<file path="src/rtl/core/mp2a_pkg.sv">
// Shared types, codes and constants of the 2-D max pooling block with argmax.
package mp2a_pkg;

  // Default sizes of the block
  localparam int MAX_WIDTH_DEF   = 1024;
  localparam int MAX_HEIGHT_DEF  = 1024;
  localparam int MAX_POOL_DEF    = 8;
  localparam int SAMPLE_BITS_DEF = 16;

  // Configuration port
  localparam int CFG_ADDR_W = 2;
  localparam int CFG_DATA_W = 11;
  localparam int DIM_CFG_W  = 11;
  localparam int POOL_CFG_W = 4;

  localparam logic [DIM_CFG_W-1:0]  WIDTH_RST  = 11'd1024;
  localparam logic [DIM_CFG_W-1:0]  HEIGHT_RST = 11'd1024;
  localparam logic [POOL_CFG_W-1:0] POOL_RST   = 4'd2;
  localparam logic [POOL_CFG_W-1:0] STRIDE_RST = 4'd2;

  // Window offsets: up to 16 rows and columns, result reports the low 3 bits
  localparam int OFF_W  = 4;
  localparam int ARG_W  = 3;
  localparam int PCNT_W = 5;  // holds a clamped pool side up to 16

  typedef enum logic [CFG_ADDR_W-1:0] {
    REG_WIDTH  = 2'd0,
    REG_HEIGHT = 2'd1,
    REG_POOL   = 2'd2,
    REG_STRIDE = 2'd3
  } mp2a_reg_e;

  typedef enum logic [1:0] {
    ST_IDLE,
    ST_SCAN,
    ST_DRAIN,
    ST_DONE
  } mp2a_state_e;

  // Control that travels with each store read into the compare unit
  typedef struct packed {
    logic             load;
    logic             first;
    logic [OFF_W-1:0] row;
    logic [OFF_W-1:0] col;
  } mp2a_cmp_ctl_t;

endpackage

</file>
<file path="src/rtl/core/mp2a_cmp.sv">
// Shared compare unit: keeps the running maximum of a window and its offsets.
module mp2a_cmp
  import mp2a_pkg::*;
#(
  parameter int SAMPLE_BITS = SAMPLE_BITS_DEF
) (
  input  logic                          clk_i,
  input  logic                          rst_ni,
  input  mp2a_cmp_ctl_t                 ctl_i,
  input  logic signed [SAMPLE_BITS-1:0] data_i,
  output logic signed [SAMPLE_BITS-1:0] best_o,
  output logic [OFF_W-1:0]              row_o,
  output logic [OFF_W-1:0]              col_o
);

  logic signed [SAMPLE_BITS-1:0] best_q;
  logic [OFF_W-1:0]              row_q, col_q;
  logic                          take;

  // strict compare: ties keep the earlier sample
  assign take = ctl_i.load && (ctl_i.first || (data_i > best_q));

  always_ff @(posedge clk_i or negedge rst_ni) begin
    if (!rst_ni) begin
      row_q <= '0;
      col_q <= '0;
    end else if (take) begin
      row_q <= ctl_i.row;
      col_q <= ctl_i.col;
    end
  end

  always_ff @(posedge clk_i) begin
    if (take) begin
      best_q <= data_i;
    end
  end

  assign best_o = best_q;
  assign row_o  = row_q;
  assign col_o  = col_q;

endmodule

</file>
<file path="config.mk">
export PLATFORM = sky130hd
export DESIGN_NAME = mp2a_cmp
export DESIGN_NICKNAME = d
export VERILOG_FILES = /design/src/rtl/core/mp2a_pkg.sv /design/src/rtl/core/mp2a_cmp.sv
export SDC_FILE = /design/constraint.sdc
export NUM_CORES = 1
export LEC_CHECK = 0
export BUFFER_PORTS_ARGS = -buffer_cell sky130_fd_sc_hd__buf_2
export CORE_UTILIZATION = 51
export CTS_BUF_LIST = sky130_fd_sc_hd__clkbuf_16
export CTS_CLUSTER_DIAMETER = 100
export DETAILED_ROUTE_END_ITERATION = 6
export GPL_TIMING_DRIVEN = 1
export HOLD_SLACK_MARGIN = 0.08
export PLACE_DENSITY = 0.83
export SLEW_MARGIN = 15
export SYNTH_ARGS = -nofsm -noshare
export SYNTH_HDL_FRONTEND = slang
export SYNTH_SLANG_ARGS = --single-unit
</file>
<file path="constraint.sdc">
create_clock -name clk_i -period 4.6 [get_ports clk_i]
set_clock_uncertainty 0.05 [all_clocks]
set_input_delay 0.23 -clock clk_i [delete_from_list [all_inputs] [get_ports clk_i]]
set_output_delay 0.23 -clock clk_i [all_outputs]
set_load 0.005 [all_outputs]
</file>
==> results of run 1 <==
[sequential cells by signal, indices dropped and copies added (netlist names)]
register	count
col_o	4
best_o	16
row_o	4
[metal layers]
| metal | GRT usage [%] | vias up | wire [µm] |
|---|---|---|---|
| li1 | - | 445 | - |
| met1 | 27.7 | 434 | 1110 |
| met2 | 38.7 | 35 | 1310 |
| met3 | 3.51 | 4 | 117 |
| met4 | 6.31 | 0 | 29 |
| met5 | 0 | - | 0 |
[cells by family after synthesis]
group,after synthesis,synth area share (%)
mux,8,9.58
flops,24,54.3
fa+ha+maj,16,16.0
simple gates,15,7.19
compound gates,12,7.88
buf+inv,17,5.09
[cell type report]
class                      count  area, µm²
inverter                      17       63.8
clock buffer                   3       75.1
timing repair buffer          53        273
tap                           28       35.0
clock inverter                 1       3.75
fill                         159        614
sequential                    24        681
multi-input combinational     51        509
[synthesized netlist by cell type, drive strengths merged]
cell	count	share of area, %
inv	17	5.1
edfxtp	16	38
ha	16	16
dfrtp	8	16
mux2	8	9.6
a21oi	5	2.0
nand4	4	2.5
nand2	3	0.90
nor2	3	0.90
nand2b	2	1.0
o21ai	2	1.1
a211oi	1	0.60
a21o	1	0.60
a221o	1	0.80
a221oi	1	2.1
nor3	1	0.80
nor4	1	0.50
o221ai	1	0.70
or4	1	0.60
[worst max-delay path, stage by stage (launching register included)]
cell	delay, ns
sky130_fd_sc_hd__edfxtp_1	0.34
sky130_fd_sc_hd__inv_1	0.05
sky130_fd_sc_hd__ha_1	0.31
sky130_fd_sc_hd__nand4_1	0.17
sky130_fd_sc_hd__a211oi_1	0.24
sky130_fd_sc_hd__o21ai_1	0.15
sky130_fd_sc_hd__a221oi_4	0.54
sky130_fd_sc_hd__buf_4	0.38
sky130_fd_sc_hd__mux2_4	0.32
[cell usage in the layout, fill, tap and decap left out, types with 2 or more instances in the layout]
cell / netlist / final
sky130_fd_sc_hd__a21oi_1: 5 / 5
sky130_fd_sc_hd__buf_2: 0 / 51
sky130_fd_sc_hd__clkbuf_16: 0 / 3
sky130_fd_sc_hd__dfrtp_1: 8 / 8
sky130_fd_sc_hd__edfxtp_1: 16 / 16
sky130_fd_sc_hd__ha_1: 16 / 16
sky130_fd_sc_hd__inv_1: 17 / 18
sky130_fd_sc_hd__mux2_4: 8 / 8
sky130_fd_sc_hd__nand2_1: 3 / 3
sky130_fd_sc_hd__nand2b_1: 2 / 2
sky130_fd_sc_hd__nand4_1: 3 / 3
sky130_fd_sc_hd__nor2_1: 3 / 3
[through the flow]
step | cells | area [µm²]
2_1_floorplan | 92 | 1250
3_3_place_gp | 172 | 1550
3_5_place_dp | 172 | 1550
4_1_cts | 177 | 1640
5_1_grt | 177 | 1640
6_report | 177 | 1640
[how the worst max path moves through the flow]
stage | cells past startpoint | startpoint | endpoint
after floorplan | 7 | best_o[7] | col_o[0]
after global placement | 8 | best_o[7] | col_o[2]
after detailed placement | 8 | best_o[6] | row_o[0]
after CTS | 8 | best_o[6] | col_o[3]
after global routing | 8 | best_o[6] | col_o[0]
final | 8 | best_o[7] | col_o[3]
[power by group through the flow]
stage	combinational, W	clock [W]	sequential (W)
finish	0.000121	0.000184	0.000271
floorplan	0.0000640	0	0.000277
global placement	0.000114	0	0.000274
detailed placement	0.000121	0	0.000274
global route	0.000135	0.000199	0.000274
CTS	0.000122	0.000187	0.000271
==> impl_summary.md, run 1 <==
Die
The number of top-level pins is 52. The overall die height is 51.6 µm. The initial utilization of the core area, before any placement, comes to 55.6%. After floorplanning, the core was divided into 17 placement rows. The total area inside the core boundary comes to 2250 µm². In this run the horizontal extent of the chip is 51.6 µm. The area enclosed by the die boundary is 2660 µm².

Timing
The max-slew violation count is 0. Setup repair after global routing left no endpoint under its margin. In the post-route analysis, the smallest setup slack over all paths is 1.93 ns. In the final timing run, aggregate negative setup slack is 0 ns.

On the final layout, the worst hold slack is 0.112 ns. Setup violations remaining at the end of the flow were counted as 0. The max-slew headroom at the worst pin is 61.9%. The final critical path takes up 58.0% of the cycle. The transition time of the tightest slew-check pin is 0.572 ns.

The count of endpoints failing hold in the final timing report is 0. Static timing analysis puts the maximum clock frequency at 375 MHz. The worst path needs 2.67 ns of the cycle, external delays included.

Critical path
STA classifies the critical path endpoint as a flop. In this run the critical register-to-register path is launched from best_o[7]. The critical path is of the reg2reg type. The sort of element at the start of the critical path is a flop. Data on the critical path is required at its endpoint by 4.68 ns.

Measured in cells, the most critical reg-to-reg path has a length of 8. The data arrival time of the critical path is 2.75 ns. The end of the worst register-to-register path is col_o[3]. The largest fanout on the critical path is 16.

The slack of the worst reg-to-reg path is 1.93 ns.

CTS
In this run the number of H-tree levels came out at 1. The clock drives 24 sinks. The tree is rooted in a sky130_fd_sc_hd__clkbuf_16.

The count of hold-fix buffers inserted at cts is 1. The latest clock arrival within the worst-skew pair is 0.25 ns. The buffer depth of the longest clock path is 2.

After clock tree synthesis, the setup repair step added 0 buffers. The post-cts gate resize count is 0. The number of buffers created by CTS is 3. The clock-pin transition on the worst setup and hold timing paths is 0.06 ns. The TritonCTS clock tree is done.

Power and ir drop
The switching power is 0.000138 W. The peak supply drop is 0.286 mV. The share of total power dissipated in sequential elements is 47.1%.

The leakage power of the design is 0.829 nW. The share of total power dissipated in combinational logic is 21.0%. The clock network is responsible for 32.0% of the overall power. For this design the ratio of total power to cell area is 351 nW/µm². The switching part of the total power is 23.9%. Summing internal, switching and leakage power gives 0.000576 W. Internal power comes to 0.000438 W.

Drt
The count of vias placed by the detailed router is 918. In the final routed layout, each cell accounts on average for 14.5 µm. The remaining antenna violation count after routing is 0. The final wirelength is 2570 µm.

The first routing iteration left 5 violations. The count of TritonRoute iterations in the first routing pass is 3. In the routed layout, each cell is associated on average with a via count of 5.19. The detailed-route DRC error count is 0.

GRT
The first global-routing pass estimated 4310 µm of wire. Global routing used 22.0% of the available tracks across all layers. The via count of the first global-routing pass is 961. Summed over all layers, the global routing overflow is 0. The largest net degree at the start of global routing is 17. The number of antenna violations at the first check in global routing is 0.

Yosys
Synthesis produced a netlist whose cell count is 92. After synthesis the cells add up to 1250 µm². The total number of yosys warnings is 0. The average cell area after synthesis is 13.6 µm². Of the synthesized area, sequential elements account for 54.3%. The number of nets in the synthesized netlist is 136. Synthesis inferred 24 register bits.

The number of distinct library cells after synthesis is 21.

Cells and area
The number of antenna repair diodes is 0. The post-route core utilization is 72.8%. The layout cell share with drive strength beyond 1 is 45.0%. The net count of the finished layout is 194.

The growth of design area from synthesis to finish is 30.8%.

Min path
The startpoint identified for the worst hold timing path is data_i[0]. The type of the most critical hold path is in2reg. Counting instances, the worst hold path has a depth of 1.

The endpoint of the worst hold path is best_o[0].

Placement
The number of input and output port buffers inserted is 51. The final weighted congestion of routability-driven global placement is 0.739. At the placement stage, the worst setup path has a slack of 1.95 ns. The half-perimeter wire length after detailed placement is 2040 µm.

Job
The max-cap check violation count is 0.

Status
The flow ran to the end, and the final reports show no timing, DRC or antenna violations.
Power figures use the tool's default switching activity.
==> run 2, diff against run 1 <==
Settings changed: CORE_UTILIZATION 51 to 42, PLACE_DENSITY 0.83 to 0.73.
Clock period 4.6 ns to 2.15 ns, I/O delays scaled along.
==> run 2 against run 1 <==
Non-clock buffer count grew 32. Register-to-register slack got worse by 2.0 ns. First-iteration DRC count increased to 4.4 times the previous value. Critical path depth unchanged. Total power up 130%. Largest power group unchanged. Setup slack worse by 2.0 ns. Sequential power up 110%. The flow now finishes with violations (negative setup slack). Hold slack better by 0.059 ns. Largest cell class unchanged.
==> impl_summary.md, run 2 (same netlist as run 1, synthesis figures left out) <==
Status
The flow ran to the end, but the final reports show violations. The final reports fail on negative setup slack.

Cells and area
The growth of design area from synthesis to finish is 65.2%. The final layout net count is 226. In the layout the commonest cells are sky130_fd_sc_hd__buf_2, sky130_fd_sc_hd__dlygate4sd3_1, sky130_fd_sc_hd__edfxtp_1.

Measured on the finished design, the core utilization comes to 74.4%. The number of flip-flops under the largest register name is 16. Of the cells placed in the final design, the portion with a size suffix greater than 1 is 48.1%.

0 antenna diodes ended up in the layout. Once layout is complete, the cells apart from fillers number 212. The library cell used most frequently in the layout, excluding fill and tap cells, is sky130_fd_sc_hd__buf_2.

Drt
The first TritonRoute pass finished after 4 iterations. The wire length per cell after detailed routing is 13.7 µm. The detailed-route DRC error count is 0. The final wirelength is 2900 µm. The routed layout has 1058 vias.

After detailed routing, the number of vias per cell comes to 4.99. The detail route stage leaves a number of antenna-violating nets equal to 0. The detailed router finished its first iteration with 22 violations.

Critical path
The critical path goes through inv_1 > ha_1 > nand4_1 > or4_1 > o21ai_2 > a221oi_4 > buf_12 > mux2_4. Tracing the worst setup path back leads to its startpoint at best_o[11]. The class of the most critical setup path is reg2reg. Of all nets on the critical path, the largest fanout is 9.

The end of the worst register-to-register path is col_o[0]. The cell with the largest stage delay on the worst path is sky130_fd_sc_hd__or4_1. The gate family responsible for the most delay along the worst path is simple AND/OR/NAND/NOR gates. The worst setup path is launched from a flop.

The setup check on the worst reg-to-reg path leaves a slack of -0.10 ns. The worst setup path is captured at a flop. In this design, the stage delay of the slowest critical-path cell is 0.54 ns. The count of buffer and inverter cells on the critical path is 2.

In this run the critical register-to-register path is launched from best_o[11]. The depth of the most critical reg-to-reg path is 8. The data arrival time of the critical path is 2.35 ns.

STA puts the critical path data required time at 2.25 ns.

Placement
The total placed cells including tap cells is 181. During placement, the flow inserted port buffers numbering 51. The wire-length estimate of the detail-placed layout is 2010 µm. The congestion estimate from routability-driven global placement came to 0.820.

Timing
Setup repair after global routing could not meet its margin everywhere. For the finished layout, the period the worst path requires is 2.25 ns. In the post-route analysis, the smallest setup slack over all paths is -0.102 ns.

Setup violations remaining at the end of the flow were counted as 16. On the final layout, the worst hold slack is 0.171 ns. The max-slew headroom at the worst pin is 78.3%. The max-slew violation count was 0. After routing, the total negative slack on setup checks comes to -1.24 ns. Static timing analysis puts the maximum clock frequency at 444 MHz.

The count of endpoints failing hold in the final timing report is 0. After layout, the worst path uses 105% of the clock period. For the pin with the worst max-slew slack, the measured transition is 0.323 ns.

CTS
The TritonCTS clock tree is done. The tree built by TritonCTS fans out to 24 sinks. The number of buffers created by CTS is 3.

The latest clock arrival within the worst-skew pair is 0.26 ns. The clock root buffer master is sky130_fd_sc_hd__clkbuf_16. The buffer depth of the longest clock path is 2.

The number of H-tree levels is 1. The clock-pin transition on the worst setup and hold timing paths is 0.06 ns.

Die
The number of top-level pins is 52. The starting density of the core is 45.1%. The width of the chip is 56.6 µm. In this run the standard cell core region covers 2780 µm². The overall die height is 56.6 µm. Row generation in the floorplan step produced 19 rows. The die covers 3210 µm².

Power and ir drop
The power density of the placed cells is 648 nW/µm². The leakage power of the design is 0.969 nW. The peak supply drop is 0.456 mV.

GRT
The largest net degree at the start of global routing is 14. In the global route stage, overall resource usage came out at 21.0%. The first-pass GRT wire length is 5110 µm.

The via count of the first global-routing pass is 1170. The number of antenna violations at the first check in global routing is 0. After global routing the overflow that remains totals 0.

Min path
The type of the most critical hold path is in2async.

Job
The max-cap check violation count is 0.
[run 2: cell count changes in the layout (fill, tap and decap cells not counted), moves of 2 or more]
cell,previous run,this run
sky130_fd_sc_hd__ha_1,16,10
sky130_fd_sc_hd__ha_4,0,6
sky130_fd_sc_hd__buf_12,0,2
sky130_fd_sc_hd__inv_1,18,14
sky130_fd_sc_hd__dlygate4sd3_1,1,25
sky130_fd_sc_hd__inv_2,0,3
sky130_fd_sc_hd__buf_4,1,7
[run 2: layout make-up]
type / count / area, µm²
repair buffers: 85 / 598
well taps: 31 / 38.8
inverters: 17 / 63.8
multi-input cells: 51 / 611
clock buffers: 3 / 75.1
flip-flops and latches: 24 / 681
clock inverters: 1 / 3.75
fillers: 198 / 711
[run 2: worst max path at each step]
stage               end  cells past startpoint
2_1_floorplan  col_o[0]                      7
3_3_place_gp   col_o[3]                      8
3_5_place_dp   row_o[3]                      8
4_1_cts        col_o[2]                      8
5_1_grt        col_o[3]                      8
6_report       col_o[0]                      8
[run 2: stage by stage]
step | power, W | instance area, µm² | setup WS (ns)
after floorplan | 0.000744 | 1310 | -0.312
after global placement | 0.000878 | 1680 | -0.0283
after detailed placement | 0.000888 | 1680 | -0.0919
after CTS | 0.00134 | 2040 | -0.0670
after global routing | 0.00141 | 2070 | -0.227
final | 0.00134 | 2070 | -0.102
[run 2: where the power goes]
| group | leakage, nW | switching [W] | internal (W) | total [W] |
|---|---|---|---|---|
| logic | 0.683 | 0.000147 | 0.000208 | 0.000356 |
| clock network | 0.0385 | 0.000156 | 0.000249 | 0.000405 |
| registers | 0.247 | 0.0000289 | 0.000553 | 0.000582 |
| total | 0.969 | 0.000333 | 0.00101 | 0.00134 |
[run 2: routing by layer]
layer / vias to the layer above / GRT usage [%] / wire [µm]
met3: 8 / 7.60 / 194
li1: 514 / - / -
met2: 39 / 35.8 / 1470
met4: 0 / 9.41 / 65
met1: 497 / 23.3 / 1170
met5: - / 0 / 0
[run 2: repair_timing]
| action | 4_1_cts | 5_1_grt |
|---|---|---|
| hold buffers | 25 | 0 |
| gates cloned | 0 | 0 |
| setup endpoints to repair | 16 | 24 |
| hold endpoints to repair | 32 | 0 |
| pin swaps | 0 | 5 |
| setup buffers | 1 | 3 |
| resized for setup | 3 | 4 |
==> run 3, diff against run 2 <==
==> constraint.sdc (replaced) <==
create_clock -name clk_i -period 2.15 [get_ports clk_i]
set_clock_uncertainty 0.05 [all_clocks]
set_input_delay 0.215 -clock clk_i [delete_from_list [all_inputs] [get_ports clk_i]]
set_output_delay 0.215 -clock clk_i [all_outputs]
set_load 0.005 [all_outputs]
==> run 3 against run 2 <==
The run still ends with negative setup slack left. Critical endpoint is now col_o[2]. Hold slack got worse by 0.070 ns. Clock power fell by 2%. Critical path depth did not move. Sequential power barely moved. Global-route usage fell by 2.5 points. Critical path type unchanged. Cell area fell by 11%. Non-clock buffer count fell by 23.
==> impl_summary.md, run 3 (same netlist as run 1, synthesis figures left out) <==
CTS
The number of H-tree levels is 1. TritonCTS built the clock tree. The number of buffers created by CTS is 3. The clock root buffer master is sky130_fd_sc_hd__clkbuf_16. Counting every sink on the clock net gives 24.

Clock-pin slew was measured on the worst setup and hold paths at 0.06 ns. The longest clock path from root to sink contains 2 buffers. The latest clock arrival within the worst-skew pair is 0.26 ns.

Timing
The count of endpoints failing hold in the final timing report is 0. The max-slew headroom at the worst pin is 78.3%. The transition time of the tightest slew-check pin is 0.323 ns. The max-slew violation count is 0. The worst path in the final design needs a cycle of 2.24 ns, including I/O delays and setup. Setup repair after global routing could not meet its margin everywhere. The tightest hold path in the finished design has a slack of 0.101 ns. The final critical path takes up 104% of the cycle. The final number of setup-violating endpoints is 16.

Static timing analysis puts the maximum clock frequency at 447 MHz. Across all setup checks in the final design, the least slack found is -0.0871 ns.

Critical path
The critical path contains buffers and inverters numbering 2 combined. The maximum single-stage delay on the critical path is 0.53 ns. STA classifies the critical path endpoint as a flop. For the worst setup path, the data required time is 2.24 ns. The cell with the largest stage delay on the worst path is sky130_fd_sc_hd__or4_1.

The critical path in this run is classified as reg2reg. The critical path goes through inv_1 > ha_1 > nand4_1 > or4_1 > o21ai_2 > a221oi_4 > buf_12 > mux2_4. The end of the worst register-to-register path is col_o[2].

The data arrival time of the critical path is 2.33 ns. The slack of the worst reg-to-reg path is -0.09 ns. The launching point of the worst reg2reg path is best_o[10]. The gate family responsible for the most delay along the worst path is simple AND/OR/NAND/NOR gates.

The depth of the most critical reg-to-reg path is 8. STA classifies the critical path startpoint as a flop. Of all nets on the critical path, the largest fanout is 9.

Min path
The hold path depth is 1. The type of the most critical hold path is in2reg. The start point of the worst hold path is data_i[4]. The path with the worst hold slack has its endpoint at best_o[4].

Cells and area
Leaving out fill and tap cells, the most frequent cells in the layout are sky130_fd_sc_hd__buf_2, sky130_fd_sc_hd__edfxtp_1, sky130_fd_sc_hd__inv_1. The layout cell share with drive strength beyond 1 is 55.7%. From synthesis to final layout, the design area changed by 46.6%. The register with the most flip-flops in the layout has 16 of them. The library cell used most frequently in the layout, excluding fill and tap cells, is sky130_fd_sc_hd__buf_2. The final layout net count is 203. The design area is 1840 µm².

The number of antenna diodes in the final layout is 0. Leaving out filler cells and counting taps, the final layout contains 189.

Drt
The final wirelength is 2590 µm. For this block, the initial DRC count from the detailed router was 11. Before antenna repair, the detailed router went through 4 iterations. Summing over every cut layer, the via total after detailed routing is 959. Once detail routing completed, the nets flagged for antenna violations numbered 0. The wire length per cell after detailed routing is 13.7 µm. In the routed design, unresolved DRC markers number 0. Dividing the detail-routed via count by the number of cells gives 5.07.

Die
The number of top-level pins is 52. From left edge to right edge, the die measures 56.6 µm. The starting density of the core is 45.1%. The area enclosed by the die boundary is 3210 µm². After floorplanning, the core was sized to cover 2780 µm².

The floorplan row count is 19. In this run the vertical extent of the chip is 56.6 µm.

GRT
The first global-routing pass estimated 4500 µm of wire. Entering global routing, the biggest net connects 14 pins. Global routing used 18.5% of the available tracks. The number of antenna violations at the first check in global routing was 0. Summed over all layers, the global routing overflow is 0. The via count of the first global-routing pass is 1031.

Placement
The half-perimeter wire length after detailed placement is 2010 µm. Timing analysis after detailed placement gives a worst setup slack of -0.0919 ns. The congestion estimate from routability-driven global placement came to 0.820.

The placed standard-cell area is 1680 µm². The count of buffers added on input and output ports is 51. In this run, placement finished with an instance count of 181.

Power and ir drop
The analysis attributes to cell leakage a power of 0.873 nW. The post-route total power is 0.00130 W. VDD sags by at most 0.445 mV. Dividing total power by cell area gives a power density of 707 nW/µm².

Status
The run finished, with violations left. The final reports fail on negative setup slack.

Job
Across the run, the number of max-cap violations was 0.
[run 3: changes by cell type in the layout (fill, tap and decap cells not counted), sizes merged]
cell and change:
dlygate4sd3 -24, buf +1
[run 3: how the worst max path moves through the flow]
| stage | cells past startpoint | from | slack (ns) | endpoint |
|---|---|---|---|---|
| finish | 8 | best_o[10] | -0.09 | col_o[2] |
| global route | 8 | best_o[10] | -0.23 | col_o[3] |
| CTS | 8 | best_o[14] | -0.07 | col_o[2] |
| detailed placement | 8 | best_o[13] | -0.09 | row_o[3] |
| global placement | 8 | best_o[13] | -0.03 | col_o[3] |
| floorplan | 7 | best_o[6] | -0.31 | col_o[0] |
[run 3: cell type report]
cell class	instances	area, µm²
clock inverter	1	3.75
inverter	17	63.8
timing repair buffer	62	365
multi-input combinational	51	611
fill	222	943
sequential	24	681
clock buffer	3	75.1
tap	31	38.8
[run 3: metal layers]
layer | track usage [%] | vias to the layer above | part of all wire (%)
li1 | - | 465 | -
met4 | 6.27 | 0 | 1.5
met3 | 5.99 | 4 | 6.9
met2 | 31.4 | 35 | 51
met1 | 22.1 | 455 | 41
met5 | 0 | - | 0
[run 3: worst register-to-register path: stages (launching register included)]
cell and delay [ns]:
sky130_fd_sc_hd__edfxtp_1 0.35, sky130_fd_sc_hd__inv_1 0.05, sky130_fd_sc_hd__ha_1 0.28, sky130_fd_sc_hd__nand4_1 0.12
sky130_fd_sc_hd__or4_1 0.53, sky130_fd_sc_hd__o21ai_2 0.20, sky130_fd_sc_hd__a221oi_4 0.07, sky130_fd_sc_hd__buf_12 0.17
sky130_fd_sc_hd__mux2_4 0.29
[run 3: through the flow]
stage / setup TNS (ns) / utilization [%]
final: -1.03 / 66.1
after global routing: -3.50 / 66.1
after CTS: -0.837 / 64.7
after detailed placement: -1.22 / 60.3
after global placement: -0.262 / 60.3
after floorplan: -6.22 / -
[run 3: what timing repair did]
item                                   in CTS  in global routing
hold buffers                                1                  0
pin swaps                                   0                  6
endpoints found under the hold margin       8                  0
setup buffers                               1                  4
resized for setup                           3                  4
setup endpoints to repair                  16                 24
[run 3: power breakdown]
group	switching, W	internal (W)
clock	0.000150	0.000248
sequential	0.0000275	0.000553
combinational	0.000139	0.000181
